**config.mk**
```make
export PLATFORM = sky130hd
export DESIGN_NAME = lottery_ticket_arbiter_unit
export DESIGN_NICKNAME = d
export VERILOG_FILES = /design/src/rtl/lta_pkg.sv /design/src/rtl/lta_sequencer.sv /design/src/rtl/lta_datapath.sv /design/src/rtl/lottery_ticket_arbiter_unit.sv
export SDC_FILE = /design/constraint.sdc
export NUM_CORES = 1
export LEC_CHECK = 0
export BUFFER_PORTS_ARGS = -buffer_cell sky130_fd_sc_hd__buf_2
export CAP_MARGIN = 20
export CORE_MARGIN = 2
export CORE_UTILIZATION = 50
export DETAILED_ROUTE_END_ITERATION = 7
export PLACE_DENSITY = 0.68
export RECOVER_POWER = 25
export SETUP_SLACK_MARGIN = 0.5
export SYNTH_ARGS = -nofsm -noshare
export SYNTH_HDL_FRONTEND = slang
export SYNTH_SLANG_ARGS = --single-unit
```
**constraint.sdc**
```tcl
create_clock -name clk -period 13.48 [get_ports clk]
set_clock_uncertainty 0.05 [all_clocks]
set_input_delay 0.674 -clock clk [delete_from_list [all_inputs] [get_ports clk]]
set_output_delay 0.674 -clock clk [all_outputs]
set_load 0.03 [all_outputs]
```
**src/rtl/lta_pkg.sv**
```systemverilog
// shared types, constants and the microcode program of the lottery ticket arbiter
package lta_pkg;

  localparam int SLOTS_DEF       = 16;
  localparam int TICKET_BITS_DEF = 16;
  localparam int SLOT_W          = 4;
  localparam int AMOUNT_W        = 16;
  localparam int RND_W           = 31;
  localparam int BIT_W           = 5;
  localparam int PC_W            = 4;

  typedef logic [PC_W-1:0] pc_t;

  localparam logic [1:0] OP_WRITE    = 2'd0;
  localparam logic [1:0] OP_TRANSFER = 2'd1;
  localparam logic [1:0] OP_DRAW     = 2'd2;

  // microcode addresses
  localparam pc_t PC_WR_ENTRY = 4'd0;
  localparam pc_t PC_XF_RDSRC = 4'd1;
  localparam pc_t PC_XF_LDSRC = 4'd2;
  localparam pc_t PC_XF_WRSRC = 4'd3;
  localparam pc_t PC_XF_WRDST = 4'd4;
  localparam pc_t PC_DR_PRIME = 4'd5;
  localparam pc_t PC_DR_SUM   = 4'd6;
  localparam pc_t PC_DR_CHECK = 4'd7;
  localparam pc_t PC_DR_MOD   = 4'd8;
  localparam pc_t PC_DR_PRIM2 = 4'd9;
  localparam pc_t PC_DR_SCAN  = 4'd10;
  localparam pc_t PC_NOP_END  = 4'd11;

  typedef enum logic [3:0] {
    DP_NOP, DP_WRITE, DP_LOAD_SRC, DP_WR_SRC, DP_WR_DST,
    DP_SCAN_INIT, DP_SUM, DP_MOD_INIT, DP_MOD_STEP, DP_PICK
  } dp_op_t;

  typedef enum logic [1:0] {RA_ZERO, RA_SA, RA_SB, RA_NEXT} rd_sel_t;

  typedef enum logic [1:0] {JMP_NONE, JMP_NOT_LAST, JMP_BIT_MORE} jmp_t;

  typedef enum logic [2:0] {
    END_NEVER, END_ALWAYS, END_BAD_SLOT, END_SRC_ZERO, END_TOTAL_ZERO, END_HIT
  } end_t;

  typedef struct packed {
    dp_op_t  op;
    rd_sel_t rd;
    jmp_t    jmp;
    pc_t     target;
    end_t    fin;
  } ucode_t;

  typedef struct packed {
    logic bad_slot;
    logic src_zero;
    logic total_zero;
    logic not_last;
    logic bit_more;
    logic hit;
  } status_t;

  localparam ucode_t UCODE_NOP = '{DP_NOP, RA_ZERO, JMP_NONE, PC_WR_ENTRY, END_NEVER};

  function automatic pc_t entry_pc(logic [1:0] op);
    pc_t pc;
    unique case (op)
      OP_WRITE:    pc = PC_WR_ENTRY;
      OP_TRANSFER: pc = PC_XF_RDSRC;
      OP_DRAW:     pc = PC_DR_PRIME;
      default:     pc = PC_NOP_END;
    endcase
    return pc;
  endfunction

  function automatic ucode_t ucode_rom(pc_t pc);
    ucode_t w;
    unique case (pc)
      PC_WR_ENTRY: w = '{DP_WRITE,     RA_ZERO, JMP_NONE,     PC_WR_ENTRY, END_ALWAYS};
      PC_XF_RDSRC: w = '{DP_NOP,       RA_SA,   JMP_NONE,     PC_WR_ENTRY, END_BAD_SLOT};
      PC_XF_LDSRC: w = '{DP_LOAD_SRC,  RA_SB,   JMP_NONE,     PC_WR_ENTRY, END_SRC_ZERO};
      PC_XF_WRSRC: w = '{DP_WR_SRC,    RA_ZERO, JMP_NONE,     PC_WR_ENTRY, END_NEVER};
      PC_XF_WRDST: w = '{DP_WR_DST,    RA_ZERO, JMP_NONE,     PC_WR_ENTRY, END_ALWAYS};
      PC_DR_PRIME: w = '{DP_SCAN_INIT, RA_ZERO, JMP_NONE,     PC_WR_ENTRY, END_NEVER};
      PC_DR_SUM:   w = '{DP_SUM,       RA_NEXT, JMP_NOT_LAST, PC_DR_SUM,   END_NEVER};
      PC_DR_CHECK: w = '{DP_MOD_INIT,  RA_ZERO, JMP_NONE,     PC_WR_ENTRY, END_TOTAL_ZERO};
      PC_DR_MOD:   w = '{DP_MOD_STEP,  RA_ZERO, JMP_BIT_MORE, PC_DR_MOD,   END_NEVER};
      PC_DR_PRIM2: w = '{DP_SCAN_INIT, RA_ZERO, JMP_NONE,     PC_WR_ENTRY, END_NEVER};
      PC_DR_SCAN:  w = '{DP_PICK,      RA_NEXT, JMP_NOT_LAST, PC_DR_SCAN,  END_HIT};
      default:     w = '{DP_NOP,       RA_ZERO, JMP_NONE,     PC_WR_ENTRY, END_ALWAYS};
    endcase
    return w;
  endfunction

endpackage

```
**src/rtl/lta_sequencer.sv**
```systemverilog
// step counter and control store that run one microprogram per transaction
module lta_sequencer
  import lta_pkg::*;
(
  input  logic       clk,
  input  logic       rst_n,
  input  logic       start,
  input  logic [1:0] operation,
  input  status_t    status,
  output ucode_t     ctrl,
  output logic       busy,
  output logic       done
);

  pc_t    pc_r, pc_nxt;
  logic   running_r, running_nxt;
  logic   done_r;
  ucode_t word;
  logic   fin;
  logic   take;

  always_comb begin
    word = ucode_rom(pc_r);
    unique case (word.fin)
      END_NEVER:      fin = 1'b0;
      END_ALWAYS:     fin = 1'b1;
      END_BAD_SLOT:   fin = status.bad_slot;
      END_SRC_ZERO:   fin = status.src_zero;
      END_TOTAL_ZERO: fin = status.total_zero;
      END_HIT:        fin = status.hit;
      default:        fin = 1'b1;
    endcase
    unique case (word.jmp)
      JMP_NONE:     take = 1'b0;
      JMP_NOT_LAST: take = status.not_last;
      JMP_BIT_MORE: take = status.bit_more;
      default:      take = 1'b0;
    endcase
  end

  always_comb begin
    running_nxt = running_r;
    pc_nxt      = pc_r;
    if (!running_r) begin
      if (start) begin
        running_nxt = 1'b1;
        pc_nxt      = entry_pc(operation);
      end
    end else if (fin) begin
      running_nxt = 1'b0;
    end else if (take) begin
      pc_nxt = word.target;
    end else begin
      pc_nxt = pc_r + 1'b1;
    end
  end

  always_ff @(posedge clk) begin
    if (!rst_n) begin
      running_r <= 1'b0;
      done_r    <= 1'b0;
    end else begin
      running_r <= running_nxt;
      done_r    <= running_r && fin;
    end
  end

  always_ff @(posedge clk) begin
    pc_r <= pc_nxt;
  end

  assign ctrl = running_r ? word : UCODE_NOP;
  assign busy = running_r;
  assign done = done_r;

endmodule

```
**src/rtl/lta_datapath.sv**
```systemverilog
// ticket table, mark flags, accumulator and serial modulo unit
module lta_datapath
  import lta_pkg::*;
#(
  parameter int SLOTS       = SLOTS_DEF,
  parameter int TICKET_BITS = TICKET_BITS_DEF
) (
  input  logic                clk,
  input  logic                rst_n,
  input  logic                accept,
  input  logic [SLOT_W-1:0]   slot_a,
  input  logic [SLOT_W-1:0]   slot_b,
  input  logic [AMOUNT_W-1:0] ticket_amount,
  input  logic                entry_present,
  input  logic                entry_runnable,
  input  logic [RND_W-1:0]    random_value,
  input  ucode_t              ctrl,
  output status_t             status,
  output logic [SLOT_W-1:0]   winner_slot,
  output logic                winner_found,
  output logic [AMOUNT_W-1:0] moved_tickets
);

  localparam int IDX_W = $clog2(SLOTS);
  localparam int TOT_W = TICKET_BITS + $clog2(SLOTS);
  localparam int AMT_W = (TICKET_BITS > AMOUNT_W) ? TICKET_BITS : AMOUNT_W;
  localparam logic [IDX_W-1:0] LAST_IDX = IDX_W'(SLOTS - 1);

  typedef logic [TICKET_BITS-1:0] ticket_t;

  // latched transaction
  logic [SLOT_W-1:0]   sa_r, sb_r;
  logic [AMOUNT_W-1:0] amt_r;
  logic                pres_r, runb_r;
  logic [RND_W-1:0]    rnd_r;

  // table storage
  ticket_t          mem [SLOTS];
  logic [SLOTS-1:0] valid_r;
  logic [SLOTS-1:0] present_r;
  logic [SLOTS-1:0] runnable_r;
  ticket_t          rdata_r;
  logic             rd_valid_r;
  ticket_t          rdata;

  // working registers
  ticket_t          src_r, mv_r, dst_r;
  logic [IDX_W-1:0] idx_r;
  logic [TOT_W-1:0] acc_r, rem_r;
  logic [BIT_W-1:0] bit_r;

  logic [SLOT_W-1:0]   res_slot_r;
  logic                res_found_r;
  logic [AMOUNT_W-1:0] res_moved_r;

  logic             sa_ok, sb_ok;
  logic [IDX_W-1:0] sa_idx, sb_idx, next_idx, ra;
  logic             we;
  logic [IDX_W-1:0] wa;
  ticket_t          wd;
  ticket_t          src_left, mv_new, sat_sum;
  logic [TICKET_BITS:0] dst_sum;
  logic [TOT_W-1:0] add_val, run_new;
  logic [TOT_W:0]   shifted;
  logic             elig;

  assign sa_ok    = 32'(sa_r) < SLOTS;
  assign sb_ok    = 32'(sb_r) < SLOTS;
  assign sa_idx   = IDX_W'(sa_r);
  assign sb_idx   = IDX_W'(sb_r);
  assign next_idx = (idx_r == LAST_IDX) ? '0 : idx_r + 1'b1;
  assign rdata    = rd_valid_r ? rdata_r : '0;
  assign elig     = present_r[idx_r] & runnable_r[idx_r];

  assign src_left = src_r - mv_r;
  assign mv_new   = (AMT_W'(amt_r) > AMT_W'(rdata)) ? rdata - 1'b1 : TICKET_BITS'(amt_r);
  assign dst_sum  = {1'b0, dst_r} + {1'b0, mv_r};
  assign sat_sum  = dst_sum[TICKET_BITS] ? '1 : dst_sum[TICKET_BITS-1:0];
  assign add_val  = elig ? TOT_W'(rdata) : '0;
  assign run_new  = acc_r + add_val;
  assign shifted  = {rem_r, rnd_r[RND_W-1]};

  always_comb begin
    unique case (ctrl.rd)
      RA_ZERO: ra = '0;
      RA_SA:   ra = sa_idx;
      RA_SB:   ra = sb_idx;
      RA_NEXT: ra = next_idx;
      default: ra = '0;
    endcase
  end

  always_comb begin
    we = 1'b0;
    wa = sa_idx;
    wd = src_left;
    unique case (ctrl.op)
      DP_WRITE: begin
        we = sa_ok;
        wd = TICKET_BITS'(amt_r);
      end
      DP_WR_SRC: begin
        we = 1'b1;
      end
      DP_WR_DST: begin
        we = 1'b1;
        wa = sb_idx;
        wd = sat_sum;
      end
      default: we = 1'b0;
    endcase
  end

  always_comb begin
    status.bad_slot   = !(sa_ok && sb_ok);
    status.src_zero   = (rdata == '0);
    status.total_zero = (acc_r == '0);
    status.not_last   = (idx_r != LAST_IDX);
    status.bit_more   = (bit_r != '0);
    status.hit        = elig && (rem_r < run_new);
  end

  always_ff @(posedge clk) begin
    if (we) begin
      mem[wa] <= wd;
    end
    rdata_r    <= mem[ra];
    rd_valid_r <= valid_r[ra];
  end

  // valid flags make the whole table read as zero right after reset
  always_ff @(posedge clk) begin
    if (!rst_n) begin
      valid_r    <= '0;
      present_r  <= '0;
      runnable_r <= '0;
    end else begin
      if (we) begin
        valid_r[wa] <= 1'b1;
      end
      if (ctrl.op == DP_WRITE && sa_ok) begin
        present_r[sa_idx]  <= pres_r;
        runnable_r[sa_idx] <= runb_r;
      end
    end
  end

  always_ff @(posedge clk) begin
    if (accept) begin
      sa_r        <= slot_a;
      sb_r        <= slot_b;
      amt_r       <= ticket_amount;
      pres_r      <= entry_present;
      runb_r      <= entry_runnable;
      rnd_r       <= random_value;
      res_slot_r  <= '0;
      res_found_r <= 1'b0;
      res_moved_r <= '0;
    end else begin
      unique case (ctrl.op)
        DP_LOAD_SRC: begin
          src_r <= rdata;
          mv_r  <= mv_new;
        end
        DP_WR_SRC: begin
          // same slot on both sides sees the reduced count
          dst_r <= (sa_r == sb_r) ? src_left : rdata;
        end
        DP_WR_DST: begin
          res_moved_r <= AMOUNT_W'(mv_r);
        end
        DP_SCAN_INIT: begin
          idx_r <= '0;
          acc_r <= '0;
        end
        DP_SUM: begin
          acc_r <= run_new;
          idx_r <= next_idx;
        end
        DP_MOD_INIT: begin
          rem_r <= '0;
          bit_r <= BIT_W'(RND_W - 1);
        end
        DP_MOD_STEP: begin
          // one restoring step against the eligible total
          rem_r <= (shifted >= {1'b0, acc_r}) ? TOT_W'(shifted - {1'b0, acc_r})
                                              : TOT_W'(shifted);
          rnd_r <= rnd_r << 1;
          bit_r <= bit_r - 1'b1;
        end
        DP_PICK: begin
          acc_r <= run_new;
          idx_r <= next_idx;
          if (status.hit) begin
            res_slot_r  <= SLOT_W'(idx_r);
            res_found_r <= 1'b1;
          end
        end
        default: begin
        end
      endcase
    end
  end

  assign winner_slot   = res_slot_r;
  assign winner_found  = res_found_r;
  assign moved_tickets = res_moved_r;

endmodule

```
**src/rtl/lottery_ticket_arbiter_unit.sv**
```systemverilog
// top level of the lottery ticket arbiter: sequencer plus datapath
//
// Command port: a transaction is taken at a clock edge with start high and busy
// low; in_operation picks write entry, transfer tickets or draw winner, and the
// other in_ ports carry its operands.
// Result port: every transaction gives one result, shown for one cycle with
// out_valid high, in the same cycle that busy falls; the receiver cannot stall it.
// Steps of each operation, run while busy is high:
//   write entry        one table write
//   transfer           reads and writes source and destination (ends early on a
//                      bad slot or an empty source)
//   draw               a summing pass over the table, a 31-step bit-serial
//                      modulo, then a picking pass that stops at the winner; it
//                      ends after the summing pass with no eligible tickets; the
//                      single table read port sets one slot per cycle in both passes
//   unused operation   ends with no effect
// A new transaction can be started in the cycle the result is shown.
// Reset: synchronous, active low; the table reads as empty at once through
// per-slot valid flags, so no clearing pass is needed.
module lottery_ticket_arbiter_unit
  import lta_pkg::*;
#(
  parameter int SLOTS       = SLOTS_DEF,
  parameter int TICKET_BITS = TICKET_BITS_DEF
) (
  input  logic                clk,
  input  logic                rst_n,
  input  logic                start,
  output logic                busy,
  input  logic [1:0]          in_operation,
  input  logic [SLOT_W-1:0]   in_slot_a,
  input  logic [SLOT_W-1:0]   in_slot_b,
  input  logic [AMOUNT_W-1:0] in_ticket_amount,
  input  logic                in_entry_present,
  input  logic                in_entry_runnable,
  input  logic [RND_W-1:0]    in_random_value,
  output logic                out_valid,
  output logic [SLOT_W-1:0]   out_winner_slot,
  output logic                out_winner_found,
  output logic [AMOUNT_W-1:0] out_moved_tickets
);

  ucode_t  ctrl;
  status_t status;
  logic    accept;

  assign accept = start && !busy;

  lta_sequencer u_seq (
    .clk       (clk),
    .rst_n     (rst_n),
    .start     (start),
    .operation (in_operation),
    .status    (status),
    .ctrl      (ctrl),
    .busy      (busy),
    .done      (out_valid)
  );

  lta_datapath #(
    .SLOTS       (SLOTS),
    .TICKET_BITS (TICKET_BITS)
  ) u_dp (
    .clk            (clk),
    .rst_n          (rst_n),
    .accept         (accept),
    .slot_a         (in_slot_a),
    .slot_b         (in_slot_b),
    .ticket_amount  (in_ticket_amount),
    .entry_present  (in_entry_present),
    .entry_runnable (in_entry_runnable),
    .random_value   (in_random_value),
    .ctrl           (ctrl),
    .status         (status),
    .winner_slot    (out_winner_slot),
    .winner_found   (out_winner_found),
    .moved_tickets  (out_moved_tickets)
  );

`ifndef NO_ASSERTIONS
  a_start_busy: assert property (@(posedge clk) disable iff (!rst_n)
    accept |=> busy)
    else $error("accepted transaction did not raise busy");

  a_result_idle: assert property (@(posedge clk) disable iff (!rst_n)
    out_valid |-> !busy && $past(busy))
    else $error("result strobe outside the end of a transaction");

  a_draw_moves_none: assert property (@(posedge clk) disable iff (!rst_n)
    out_valid && out_winner_found |-> out_moved_tickets == '0)
    else $error("draw result carries moved tickets");

  a_no_winner_slot: assert property (@(posedge clk) disable iff (!rst_n)
    out_valid && !out_winner_found |-> out_winner_slot == '0)
    else $error("winner slot set without a winner");
`endif

endmodule

```
==> impl_metrics.env, run 1 <==
export IMPL_via_count=16713
export IMPL_startpoint_type="flip-flop"
export IMPL_boundaryPins=85
export IMPL_critPathKind="reg2reg"
export IMPL_syn2layout_area_growth_pct=12.8
export IMPL_synth_top_cell_area_share=0.497
export IMPL_finalHoldViolations=0
export IMPL_layout_setup_ws_ns=5.06
export IMPL_synth_warning_count=0
export IMPL_fin_setup_tns_ns=0
export IMPL_final_area_um2=28200
export IMPL_maxCapViolCount=4
export IMPL_ys_seq_area_frac=0.577
export IMPL_async_flop_share=0
export IMPL_fmaxAchievable_mhz=119
export IMPL_critPathMaxFanout=17
export IMPL_power_frac_seq=0.457
export IMPL_violations="capacitance limit, slew limit"
export IMPL_worstPathArrival_ns=8.93
export IMPL_p_int_mw=3.12
export IMPL_powerDensity_nw_per_um2=154
export IMPL_clk_latency_ns=0.63
export IMPL_die_h_um=228
export IMPL_clk_path_buf_depth=3
export IMPL_synth_flop_cell="edfxtp_1"
export IMPL_drt_iter0_markers=1566
export IMPL_r2r_setup_slack_ns=5.06
export IMPL_slew_headroom=-1.85
export IMPL_postCtsHoldBufs=0
export IMPL_grt_start_max_net_pins=82
export IMPL_leakage_nw=10.3
export IMPL_synth_area_um2=25000
export IMPL_grt_overflow=0
export IMPL_yosys_area_share_simple=0.0986
export IMPL_cp_common_cell="nor2_1"
export IMPL_slew_viol_final=182
export IMPL_yosysMostFrequentCell="edfxtp_1"
export IMPL_die_w_um=228
export IMPL_ir_drop_v=0.000137
export IMPL_fin_nets=2259
export IMPL_grt_pass1_wl_mm=93.4
export IMPL_slowest_delay_ns=0.63
export IMPL_ctsResizeCount=0
export IMPL_drc_errors=0
export IMPL_ys_types=79
export IMPL_setup_viol=0
export IMPL_stdcell_count=2792
export IMPL_synth_commonest_cells="edfxtp_1, nand2_1, nor2_1"
export IMPL_rr_worst_depth=29
export IMPL_drive_above_1_share=0.151
export IMPL_wl_mm=61.3
export IMPL_power_switching_mw=1.21
export IMPL_clk_pin_slew_ns=0.06
export IMPL_synthXorXnorAreaFrac=0.0235
export IMPL_finalCritPeriodShare=0.625
export IMPL_start_util=0.509
export IMPL_run_status="finished with violations"
export IMPL_cts_tree="built"
export IMPL_reg2reg_to="u_seq.word[11]$_DFF_P_"
export IMPL_place_hpwl_mm=40.3
export IMPL_synthAdderAreaFrac=0.0592
export IMPL_synth_avg_cell_area_um2=12.6
export IMPL_post_cts_setup_buffers=0
export IMPL_synth_compound_area_frac=0.115
export IMPL_dpl_cell_area_um2=26300
export IMPL_holdCritPathClass="in2reg"
export IMPL_hold_depth=1
export IMPL_first_global_vias=16348
export IMPL_cts_max_level=2
export IMPL_grt_usage=0.238
export IMPL_dp_slack_ns=5.49
export IMPL_clock_sinks=514
export IMPL_synth_mux_area_frac=0.102
export IMPL_wl_per_cell_um=21.9
export IMPL_antenna_left=0
export IMPL_tightest_slew_ns=4.28
export IMPL_min_from="in_ticket_amount[8]"
export IMPL_cp_end_kind="flip-flop"
export IMPL_synth_edff_count=414
export IMPL_required_ns=13.99
export IMPL_ys_seq_elements=514
export IMPL_syn_num_nets=2160
export IMPL_clockPowerShare=0.364
export IMPL_synthCells=1982
export IMPL_p_comb_frac=0.178
export IMPL_yosys_area_top_type="edfxtp_1"
export IMPL_place_gp_congestion=0.889
export IMPL_synth_top_family_by_area="compound AO/OA/AOI/OAI gates"
export IMPL_vias_per_cell=5.99
export IMPL_r2r_start="u_dp.idx_r[0]$_SDFFCE_PP0P_"
export IMPL_antenna_found_initial=2
export IMPL_core_area_um2=49200
export IMPL_firstDrtPassIters=6
export IMPL_num_rows=81
export IMPL_portBuffers=84
export IMPL_place_inst=2683
export IMPL_numCtsBuffers=54
export IMPL_period_needed_ns=8.42
export IMPL_die_area_um2=51800
export IMPL_min_to="u_dp.amt_r[8]$_DFFE_PP_"
export IMPL_rsz0062_at_grt="no"
export IMPL_cp_slowest_cell="nand3_1"
export IMPL_root_buffer="clkbuf_16"
export IMPL_synthTopCellsByArea="edfxtp_1, dfxtp_1, ha_1"
export IMPL_p_sw_frac=0.280
[metal layers]
layer / vias up / part of all wire / GRT usage / wire, um
li1: 7714 / - / - / -
met1: 8301 / 0.43 / 0.327 / 26400
met2: 599 / 0.47 / 0.393 / 29100
met3: 99 / 0.068 / 0.0343 / 4160
met4: 0 / 0.027 / 0.0753 / 1650
met5: - / 0 / 0 / 0
[registers in the layout, summed over array words and instances (netlist names), 5 cells and up]
signal and count:
u_dp.acc_r 20, u_dp.amt_r 16, u_dp.bit_r 5, u_dp.dst_r 16
u_dp.mem 256, u_dp.moved_tickets 16, u_dp.mv_r 16, u_dp.present_r 16
u_dp.rdata_r 16, u_dp.rem_r 20, u_dp.rnd_r 31, u_dp.runnable_r 16
u_dp.src_r 16, u_dp.valid_r 16, u_seq.word 12
[stage by stage]
| stage | hold slack (ns) | power (mW) | util |
|---|---|---|---|
| 2_1_floorplan | 0.385 | 2.52 | - |
| 3_3_place_gp | 0.389 | 2.74 | 0.534 |
| 3_5_place_dp | 0.395 | 2.77 | 0.535 |
| 4_1_cts | 0.143 | 4.35 | 0.574 |
| 5_1_grt | 0.151 | 4.50 | 0.574 |
| 6_report | 0.168 | 4.34 | 0.574 |
[cell families after synthesis]
logic type	Yosys count
xor+xnor	67
mux	179
compound gates	425
buf+inv	164
simple gates	517
fa+ha+maj	116
flops	514
[worst max-delay path: cells and delay by family, from the launching register on]
family                     cells  cell delay, ns
AOI/OAI and AO/OA             11            3.42
muxes                          3            1.00
and+or+nand+nor                9            2.03
xor gates and xnor gates       1            0.10
buffers and inverters          2            0.26
adders and majority gates      3            0.90
DFF                            1            0.57
[cells in the final DEF (no fill, tap or decap), types with 16 or more instances in the layout]
master and n:
xnor2_1 43, clkbuf_16 55, nor2_2 17, nor3_1 32
a21o_1 17, o21a_1 37, nand2_1 153, edfxtp_1 414
clkbuf_1 35, o21ai_0 83, dfxtp_1 100, o211ai_1 16
a2bb2oi_1 18, nand3_1 35, a21oi_1 97, nand2b_1 20
buf_2 63, xor2_1 24, a211oi_1 17, buf_4 24
a21boi_0 23, ha_1 112, a32oi_1 18, mux4_2 54
inv_1 84, mux2_2 47, nor2_1 126, mux2i_1 76
nor2b_1 42
[how the worst max path moves through the flow]
stage / end / start / cells past startpoint
4_1_cts: u_seq.word[11]$_DFF_P_ / u_dp.idx_r[0]$_SDFFCE_PP0P_ / 29
3_3_place_gp: u_seq.word[11]$_DFF_P_ / u_dp.idx_r[0]$_SDFFCE_PP0P_ / 28
6_report: u_seq.word[11]$_DFF_P_ / u_dp.idx_r[0]$_SDFFCE_PP0P_ / 29
3_5_place_dp: u_seq.word[11]$_DFF_P_ / u_dp.idx_r[0]$_SDFFCE_PP0P_ / 28
2_1_floorplan: u_seq.word[11]$_DFF_P_ / u_dp.idx_r[0]$_SDFFCE_PP0P_ / 31
5_1_grt: u_seq.word[11]$_DFF_P_ / u_dp.idx_r[0]$_SDFFCE_PP0P_ / 28
[layout make-up]
| class | instances | area, um2 |
|---|---|---|
| Fill cell | 3912 | 20900 |
| Sequential cell | 514 | 14400 |
| Multi-Input combinational cell | 1304 | 10000 |
| Clock buffer | 70 | 1510 |
| Tap cell | 664 | 831 |
| Timing Repair Buffer | 122 | 703 |
| Clock inverter | 32 | 402 |
| Inverter | 85 | 319 |
| Antenna cell | 1 | 2.50 |
[power groups by stage]
stage / combinational (mW) / clock, mW / sequential [mW]
floorplan: 0.541 / 0 / 1.98
global placement: 0.732 / 0 / 2.01
detailed placement: 0.761 / 0 / 2.01
CTS: 0.768 / 1.60 / 1.98
global route: 0.844 / 1.66 / 1.99
finish: 0.774 / 1.58 / 1.98
Power figures use the tool's default switching activity.
==> run 2, diff against run 1 <==
--- a/config.mk
+++ b/config.mk
@@ -10,7 +10,7 @@
 export CORE_MARGIN = 2
 export CORE_UTILIZATION = 50
 export DETAILED_ROUTE_END_ITERATION = 7
-export PLACE_DENSITY = 0.68
+export PLACE_DENSITY = 0.71
 export RECOVER_POWER = 25
 export SETUP_SLACK_MARGIN = 0.5
 export SYNTH_ARGS = -nofsm -noshare
==> constraint.sdc (replaced) <==
create_clock -name clk -period 7.4 [get_ports clk]
set_clock_uncertainty 0.05 [all_clocks]
set_input_delay 0.37 -clock clk [delete_from_list [all_inputs] [get_ports clk]]
set_output_delay 0.37 -clock clk [all_outputs]
set_load 0.03 [all_outputs]
==> impl_metrics.env, run 2 (synthesis gave the netlist of run 1 again) <==
export IMPL_grt_util_met3=0.0396
export IMPL_reg2reg_to="u_seq.word[11]$_DFF_P_"
export IMPL_slowest_delay_ns=0.50
export IMPL_start_util=0.509
export IMPL_portBuffers=84
export IMPL_grt_overflow=0
export IMPL_wl_mm=61.6
export IMPL_drc_errors=0
export IMPL_root_buffer="clkbuf_16"
export IMPL_critPathMaxFanout=8
export IMPL_fin_nets=2334
export IMPL_syn2layout_area_growth_pct=15.8
export IMPL_layout_commonest_cell="edfxtp_1"
export IMPL_wl_per_cell_um=21.5
export IMPL_rsz0062_at_grt="no"
export IMPL_stdcell_count=2865
export IMPL_run_status="finished with violations"
export IMPL_place_inst=2686
export IMPL_setup_viol=0
export IMPL_grt_pass1_wl_mm=94.5
export IMPL_slew_headroom=-2.05
export IMPL_die_h_um=228
export IMPL_antenna_found_initial=0
export IMPL_r2r_setup_slack_ns=0.70
export IMPL_largest_register="u_dp.mem"
export IMPL_vias_per_cell=5.96
export IMPL_num_rows=81
export IMPL_slew_viol_final=141
export IMPL_ir_drop_v=0.000226
export IMPL_cp_end_kind="flip-flop"
export IMPL_gr_max_usage_layer="met2"
export IMPL_p_sw_frac=0.282
export IMPL_cp_startpoint="u_dp.idx_r[1]$_SDFFCE_PP0P_"
export IMPL_grt_start_max_net_pins=82
export IMPL_leakage_nw=10.6
export IMPL_place_hpwl_mm=40.9
export IMPL_power_frac_seq=0.464
export IMPL_grt_util_met2=0.407
export IMPL_place_gp_congestion=0.907
export IMPL_clock_sinks=514
export IMPL_powerDensity_nw_per_um2=269
export IMPL_layout_common_cells="edfxtp_1, nand2_1, nor2_1, ha_1, dfxtp_1"
export IMPL_core_area_um2=49200
export IMPL_first_global_vias=16651
export IMPL_design_power_total_mw=7.80
export IMPL_rr_worst_depth=29
export IMPL_crit_end="u_seq.word[11]$_DFF_P_"
export IMPL_cts_tree="built"
export IMPL_via_count=17068
export IMPL_antenna_left=0
export IMPL_holdCritPathClass="in2reg"
export IMPL_numCtsBuffers=53
export IMPL_fillers=3840
export IMPL_clk_path_buf_depth=3
export IMPL_grt_usage=0.240
export IMPL_critPathKind="reg2reg"
export IMPL_drt_iter0_markers=1561
export IMPL_largest_reg_flops=256
export IMPL_die_w_um=228
export IMPL_finalCritPeriodShare=0.905
export IMPL_p_comb_frac=0.189
export IMPL_violations="capacitance limit, slew limit"
export IMPL_startpoint_type="flip-flop"
export IMPL_finalHoldViolations=0
export IMPL_cp_common_cell="ha_1"
export IMPL_clk_latency_ns=0.62
export IMPL_die_area_um2=51800
export IMPL_fmaxAchievable_mhz=149
export IMPL_grt_util_met1=0.317
export IMPL_worstPathArrival_ns=7.18
export IMPL_maxCapViolCount=3
export IMPL_cts_max_level=2
export IMPL_required_ns=7.88
export IMPL_boundaryPins=85
export IMPL_clk_pin_slew_ns=0.06
export IMPL_fin_setup_tns_ns=0
export IMPL_p_int_mw=5.60
export IMPL_r2r_start="u_dp.idx_r[1]$_SDFFCE_PP0P_"
export IMPL_diodes=0
export IMPL_reg_top3="u_dp.mem: 256 flops, u_dp.rnd_r: 31 flops"
export IMPL_period_needed_ns=6.70
export IMPL_tightest_slew_ns=4.57
export IMPL_clockPowerShare=0.347
export IMPL_cp_slowest_cell="edfxtp_1"
export IMPL_firstDrtPassIters=5
export IMPL_power_switching_mw=2.20
export IMPL_fin_util=0.589
export IMPL_drive_above_1_share=0.165
-- run 2: layout make-up --
| cell class | count | area, um2 | area share |
|---|---|---|---|
| flip-flops and latches | 514 | 14400 | 0.498 |
| multi-input cells | 1304 | 10200 | 0.351 |
| clock buffers | 77 | 1550 | 0.0534 |
| repair buffers | 198 | 1430 | 0.0492 |
| well taps | 664 | 831 | 0.0287 |
| inverters | 85 | 319 | 0.0110 |
| clock inverters | 23 | 239 | 0.00825 |
-- run 2: what timing repair did --
item | in CTS | in global routing
setup buffers | 6 | 14
setup endpoints to repair | 8 | 3
gates resized for setup | 11 | 23
hold buffers | 54 | 0
endpoints found under the hold margin | 54 | 0
pin swaps | 3 | 13
-- run 2: worst min path at each step --
| stage | endpoint | cells after the start | from | slack, ns |
|---|---|---|---|---|
| floorplan | u_dp.valid_r[0]$_SDFFE_PN0N_ | 1 | u_dp.valid_r[0]$_SDFFE_PN0N_ | 0.39 |
| global placement | u_dp.moved_tickets[6]$_SDFFE_PP0P_ | 2 | u_dp.moved_tickets[6]$_SDFFE_PP0P_ | 0.39 |
| detailed placement | u_dp.moved_tickets[0]$_SDFFE_PP0P_ | 2 | u_dp.moved_tickets[0]$_SDFFE_PP0P_ | 0.39 |
| CTS | u_dp.rnd_r[8]$_DFFE_PP_ | 2 | in_random_value[8] | 0.003 |
| global route | u_dp.rnd_r[17]$_DFFE_PP_ | 2 | in_random_value[17] | 0.008 |
| finish | u_dp.rnd_r[8]$_DFFE_PP_ | 2 | in_random_value[8] | 0.03 |
-- run 2: metal layers --
metal,wire length [um],part of all wire
met3,3870,0.063
met2,30300,0.49
met5,0,0
met1,26000,0.42
met4,1450,0.024
-- run 2: stage by stage --
stage               hold slack (ns)  setup slack [ns]  cell area, um2
floorplan                     0.385             0.600           25000
global placement              0.389             0.108           26300
detailed placement            0.394            -0.178           26300
CTS                         0.00332             0.539           28800
global route                0.00828             0.339           29000
finish                       0.0279             0.701           29000
-- run 2: critical path, delay by kind of cell, from the launching register on --
family,cells,cell delay (ns)
compound gates,14,3.25
fa+ha+maj,4,1.24
buf+inv,3,0.42
flops,1,0.50
mux,2,0.35
simple gates,6,0.75
-- run 2: power by group through the flow --
stage	registers (mW)	clock network (mW)	logic, mW
finish	3.62	2.71	1.48
global route	3.63	2.86	1.60
CTS	3.61	2.75	1.43
detailed placement	3.67	0	1.38
global placement	3.66	0	1.33
floorplan	3.61	0	0.985
